<file path="src/rtl/core/oakv_pkg.sv">
`default_nettype none
package oakv_pkg;

  localparam int TABLE_SLOTS = 256;
  localparam int SLOT_W      = $clog2(TABLE_SLOTS);
  localparam int CNT_W       = $clog2(TABLE_SLOTS + 1);
  localparam int CFG_W       = 9;
  localparam int FUNC_W      = 3;
  localparam int KEY_W       = 64;
  localparam int VAL_W       = 64;
  localparam int DIV_STEPS   = KEY_W;
  localparam int DIVC_W      = $clog2(DIV_STEPS + 1);
  localparam int IN_W        = 136;
  localparam int OUT_W       = 80;

  localparam logic [CFG_W-1:0] CFG_RESET = CFG_W'(TABLE_SLOTS);

  localparam logic [FUNC_W-1:0] FUNC_INSERT = 3'd0;
  localparam logic [FUNC_W-1:0] FUNC_SET    = 3'd1;
  localparam logic [FUNC_W-1:0] FUNC_GET    = 3'd2;
  localparam logic [FUNC_W-1:0] FUNC_ERASE  = 3'd3;
  localparam logic [FUNC_W-1:0] FUNC_CLEAR  = 3'd4;

  typedef struct packed {
    logic accept;
    logic div_step;
    logic probe_start;
    logic probe_run;
    logic finish;
  } ctrl_cmd_t;

  typedef struct packed {
    logic div_done;
    logic probe_op;
    logic hit;
    logic miss;
    logic out_free;
  } dp_status_t;

endpackage
`default_nettype wire

</file>
<file path="src/rtl/core/oakv_ctrl.sv">
`default_nettype none
module oakv_ctrl (
  input  wire                    clk_i,
  input  wire                    rst_ni,
  input  wire                    in_valid_i,
  output logic                   in_ready_o,
  input  oakv_pkg::dp_status_t   status_i,
  output oakv_pkg::ctrl_cmd_t    cmd_o
);
  import oakv_pkg::*;

  typedef enum logic [3:0] {
    ST_IDLE  = 4'b0001,
    ST_DIV   = 4'b0010,
    ST_PROBE = 4'b0100,
    ST_EXEC  = 4'b1000
  } state_e;

  state_e state_q, state_d;

  always_comb begin
    state_d = state_q;
    cmd_o   = '0;
    in_ready_o = 1'b0;
    case (state_q)
      ST_IDLE: begin
        in_ready_o = 1'b1;
        if (in_valid_i) begin
          cmd_o.accept = 1'b1;
          state_d = ST_DIV;
        end
      end
      ST_DIV: begin
        if (status_i.div_done) begin
          cmd_o.probe_start = 1'b1;
          state_d = status_i.probe_op ? ST_PROBE : ST_EXEC;
        end else begin
          cmd_o.div_step = 1'b1;
        end
      end
      ST_PROBE: begin
        if (status_i.hit || status_i.miss) begin
          if (status_i.out_free) begin
            cmd_o.finish = 1'b1;
            state_d = ST_IDLE;
          end
        end else begin
          cmd_o.probe_run = 1'b1;
        end
      end
      ST_EXEC: begin
        if (status_i.out_free) begin
          cmd_o.finish = 1'b1;
          state_d = ST_IDLE;
        end
      end
      default: state_d = ST_IDLE;
    endcase
  end

  always_ff @(posedge clk_i or negedge rst_ni) begin
    if (!rst_ni) begin
      state_q <= ST_IDLE;
    end else begin
      state_q <= state_d;
    end
  end

endmodule
`default_nettype wire

</file>
<file path="config.mk">
export PLATFORM = sky130hd
export DESIGN_NAME = oakv_ctrl
export DESIGN_NICKNAME = d
export VERILOG_FILES = /design/src/rtl/core/oakv_pkg.sv /design/src/rtl/core/oakv_ctrl.sv
export SDC_FILE = /design/constraint.sdc
export NUM_CORES = 1
export LEC_CHECK = 0
export ABC_AREA = 1
export BUFFER_PORTS_ARGS = -buffer_cell sky130_fd_sc_hd__buf_2
export CAP_MARGIN = 10
export CORE_AREA = 8 8 45 47
export CTS_CLUSTER_SIZE = 16
export DETAILED_ROUTE_END_ITERATION = 16
export DIE_AREA = 0 0 53 55
export GPL_TIMING_DRIVEN = 0
export PLACE_DENSITY = 0.53
export SETUP_SLACK_MARGIN = 0.2
export SLEW_MARGIN = 10
export SYNTH_ARGS = -nofsm -noshare
export SYNTH_HDL_FRONTEND = slang
export SYNTH_SLANG_ARGS = --single-unit
</file>
<file path="constraint.sdc">
create_clock -name clk_i -period 1.67 [get_ports clk_i]
set_input_delay 0.334 -clock clk_i [delete_from_list [all_inputs] [get_ports clk_i]]
set_output_delay 0.334 -clock clk_i [all_outputs]
set_load 0.02 [all_outputs]
</file>
Word-level counts from Yosys, hierarchy flattened
Index checks and enable logic that the tools add are counted.

storage, ports and cells
  register bits = 4
  output and inout port bits = 6
  bits of input ports = 8
  word-level logic and storage cells = 27

operators by class
  reduce and logical (&&, ||, !) cells = 2
  mux-type cells = 17
  equality and inequality tests = 7

operator list
  operator              count
  $mux W4               5
  $pmux W4 S4           1
  $mux W1               9
  $ne A2 B2 Y1 const B  3
  $eq A4 B1 Y1 const B  1
  $eq A4 B2 Y1 const B  1
  $eq A4 B3 Y1 const B  1
  $eq A4 B4 Y1 const B  1
  $reduce_and A3 Y1     1
  $mux W2               1
  $pmux W1 S2           1
  $logic_or A1 B1 Y1    1

Logic depth before layout (Yosys ltp)
  depth in word-level cells = 3
  gate-level depth with buffers = 8
  mapped depth without buffers = 8

Worst setup path after synthesis
OpenSTA, ideal clock, no wires.

  path type = reg2out
  start = register state_q[0]
  end = output port cmd_o[0] (netlist name)
  stages on the path, launching flop included = 6
  arrival time = 1.048 ns
  setup slack = 0.288 ns
  cells stage by stage = dfstp_2 nor2_2 nand3_1 nand2_1 nand2_1 a21oi_1

RTL lines
  item                      line             source
  start: declaration        oakv_ctrl.sv:19  state_e state_q, state_d;
  start signal: assignment  oakv_ctrl.sv:65  state_q <= state_d;
  end: declaration          oakv_ctrl.sv:8   output oakv_pkg::ctrl_cmd_t cmd_o

==> metrics.txt <==
run status finished, final reports clean; first-pass GRT wire length 1200 um; largest reg by FF count state_q; crit path max-delay cell type dfrtp_1; io pins 14; delay-heaviest family, CP flip-flops; die area 2920 sq um; number of warnings issued by yosys 0; Layout Nets 75; synthesized area 300 sq um; Final Cycle Share 96.7%; Cells after Synth 47; CP Class reg -> out; Final Hold Viols 0; largest net degree at the start of global routing 5; Avg Inst Size Synth 6.39 sq um; measured slew at the worst slew-check pin 0.172 ns; Setup crit end kind output pin; DRT iter0 DRCs 10; area grow syn2layout 52.5%; IO buf count 13; Clock Tree Root clkbuf_4; final RePlAce weighted congestion 0.728; RSZ-0062 raised after global routing yes; Initial Utilization 21.7%; post-detail-place hpwl 583 um; CP cell instances inv_2 -> nor2_4 -> nand2_1 -> nand2_1 -> nand2_1 -> a21oi_1 -> buf_4; final setup fails 0; # fillers 147; Initial DRT Pass Iterations 4; Peak VDD IR 800 uV; Largest register FFs 4; Slew headroom 88.5%; Final Core Density 33.1%; Final Cell Area 458 sq um; largest registers state_q (4); WL per Instance 9.01 um; DR vias/cell 4.17; clock skew 0.0138 ns; DR vias 342; DRT Wirelength 739 um; global-route total usage across every layer 5.75%; Pwr Density 1530 nW/um^2; core area 1380 sq um; die height 55 um; CTS H-tree depth 1; sequential fraction of the synthesis area 33.8%; Post-DP Area 385 sq um; total grt overflow 0; CP most frequent cell nand2_1; fin. max-slew vios 0; Fmax 619 MHz; CP arrival 1.28 ns; clock buffer depth 2; min cycle time layout 1.61 ns; slowest stage delay, CP 0.42 ns; maxcap violations 0; FF+latch count, synth 4; Syn Nets 55; clk slew on worst S/H paths 0.05 ns; post-route DRC violation count 0; vias in the first global route 310; initial antenna violation count 0; critical path buffer and inverter count 2; post-route ant nets 0; clock latency at the later pin of the worst-skew pair 0.24 ns; Crit Path Max Fanout 3; synth unique cells 12; Required @ worst endpoint 1.34 ns; antenna cells 0; Hold Crit Class in -> reg; row count 14; Leak Pwr 0.000271 uW; CP Launch Type flop; die width 53 um; CTS tree done; CTS Buf Count 3; clock sinks 4; layout cells sized above 1 43.9%
-- cell type report --
cell class	count	area, sq um	area share (%)
inverters	10	37.5	8.20
clock buffers	4	26.3	5.74
repair buffers	15	87.6	19.1
multi-input cells	33	184	40.2
well taps	16	20.0	4.37
flip-flops and latches	4	103	22.4
-- per-layer routing --
layer | routed length [um] | part of all wire [%] | up-vias | GRT usage (%)
met5 | 0 | 0 | - | 0
met4 | 8 | 1.1 | 0 | 3.88
met3 | 99 | 13 | 2 | 5.35
met2 | 304 | 41 | 14 | 7.03
met1 | 327 | 44 | 145 | 6.13
li1 | - | - | 181 | -
-- power breakdown --
group / total [uW] / switching [uW] / internal (uW) / leakage [uW]
Clock: 133 / 42.8 / 89.8 / 0.0000150
Sequential: 195 / 51.0 / 144 / 0.0000495
Combinational: 374 / 234 / 140 / 0.000207
Total: 702 / 328 / 374 / 0.000271
-- per-stage QoR --
stage	instances	hold slack, ns	total power (uW)	setup TNS [ns]	worst slack, ns
after global routing	82	0.354	771	-0.0649	-0.0353
after CTS	81	0.355	667	0	0.0455
after floorplan	47	0.0384	435	0	0.288
after global placement	76	0.140	520	0	0.303
final	82	0.358	702	0	0.0550
after detailed placement	76	0.142	522	0	0.293
-- cells in the final DEF (no fill, tap or decap) --
cell and instances:
a21oi_1 2, buf_2 11, buf_4 3, clkbuf_1 1, clkbuf_4 3, dfrtp_1 2
dfrtp_2 1, dfstp_2 1, dlygate4sd3_1 1, inv_1 9, inv_2 1, nand2_1 11
nand2_2 1, nand3_1 5, nand3_2 2, nor2_1 5, nor2_2 2, nor2_4 4
o21ai_0 1
-- synthesized netlist by cell type --
cell,instances,area (sq um)
a21oi_1,2,10.0
nand2_2,1,6.26
o21ai_0,1,5.00
inv_1,10,37.5
dfrtp_1,3,75.1
nand3_1,6,30.0
nor2_1,6,22.5
dfstp_2,1,26.3
nand3_2,1,10.0
nor2_2,4,25.0
nor2_4,1,11.3
nand2_1,11,41.3
-- kinds of logic after synthesis --
| group | count (synthesis) | share of synthesized area [%] |
|---|---|---|
| buf+inv | 10 | 12.5 |
| simple gates | 30 | 48.7 |
| flops | 4 | 33.8 |
| compound gates | 3 | 5.00 |
-- worst register-to-register path: stages, from the launching register on --
cell and delay, ns:
dfstp_2 0.57, nor2_4 0.06, nand3_1 0.08, nand2_1 0.08, buf_4 0.13, nand2_1 0.13, nand2_2 0.07, nand2_1 0.06
nand2_1 0.05
-- repair_timing --
action	CTS	global route
buffers inserted	0	1
setup endpoints to repair	6	6
pin swaps	0	3
hold buffers	1	0
resized for setup	1	8
endpoints found under the hold margin	3	0
-- final timing paths --
kind	from	end	slack, ns	cells after the start
worst max-delay path	state_q[2]	cmd_o[0]	0.06	7
worst min-delay path	in_valid_i	state_q[0]	0.36	4
worst max register to register	state_q[0]	state_q[3]	0.35	8
worst min register to register	state_q[2]	state_q[2]	0.58	2
max in group asynchronous	rst_ni	state_q[0]	1.03	2
min in group asynchronous	rst_ni	state_q[2]	0.42	2
Power figures use the tool's default switching activity.
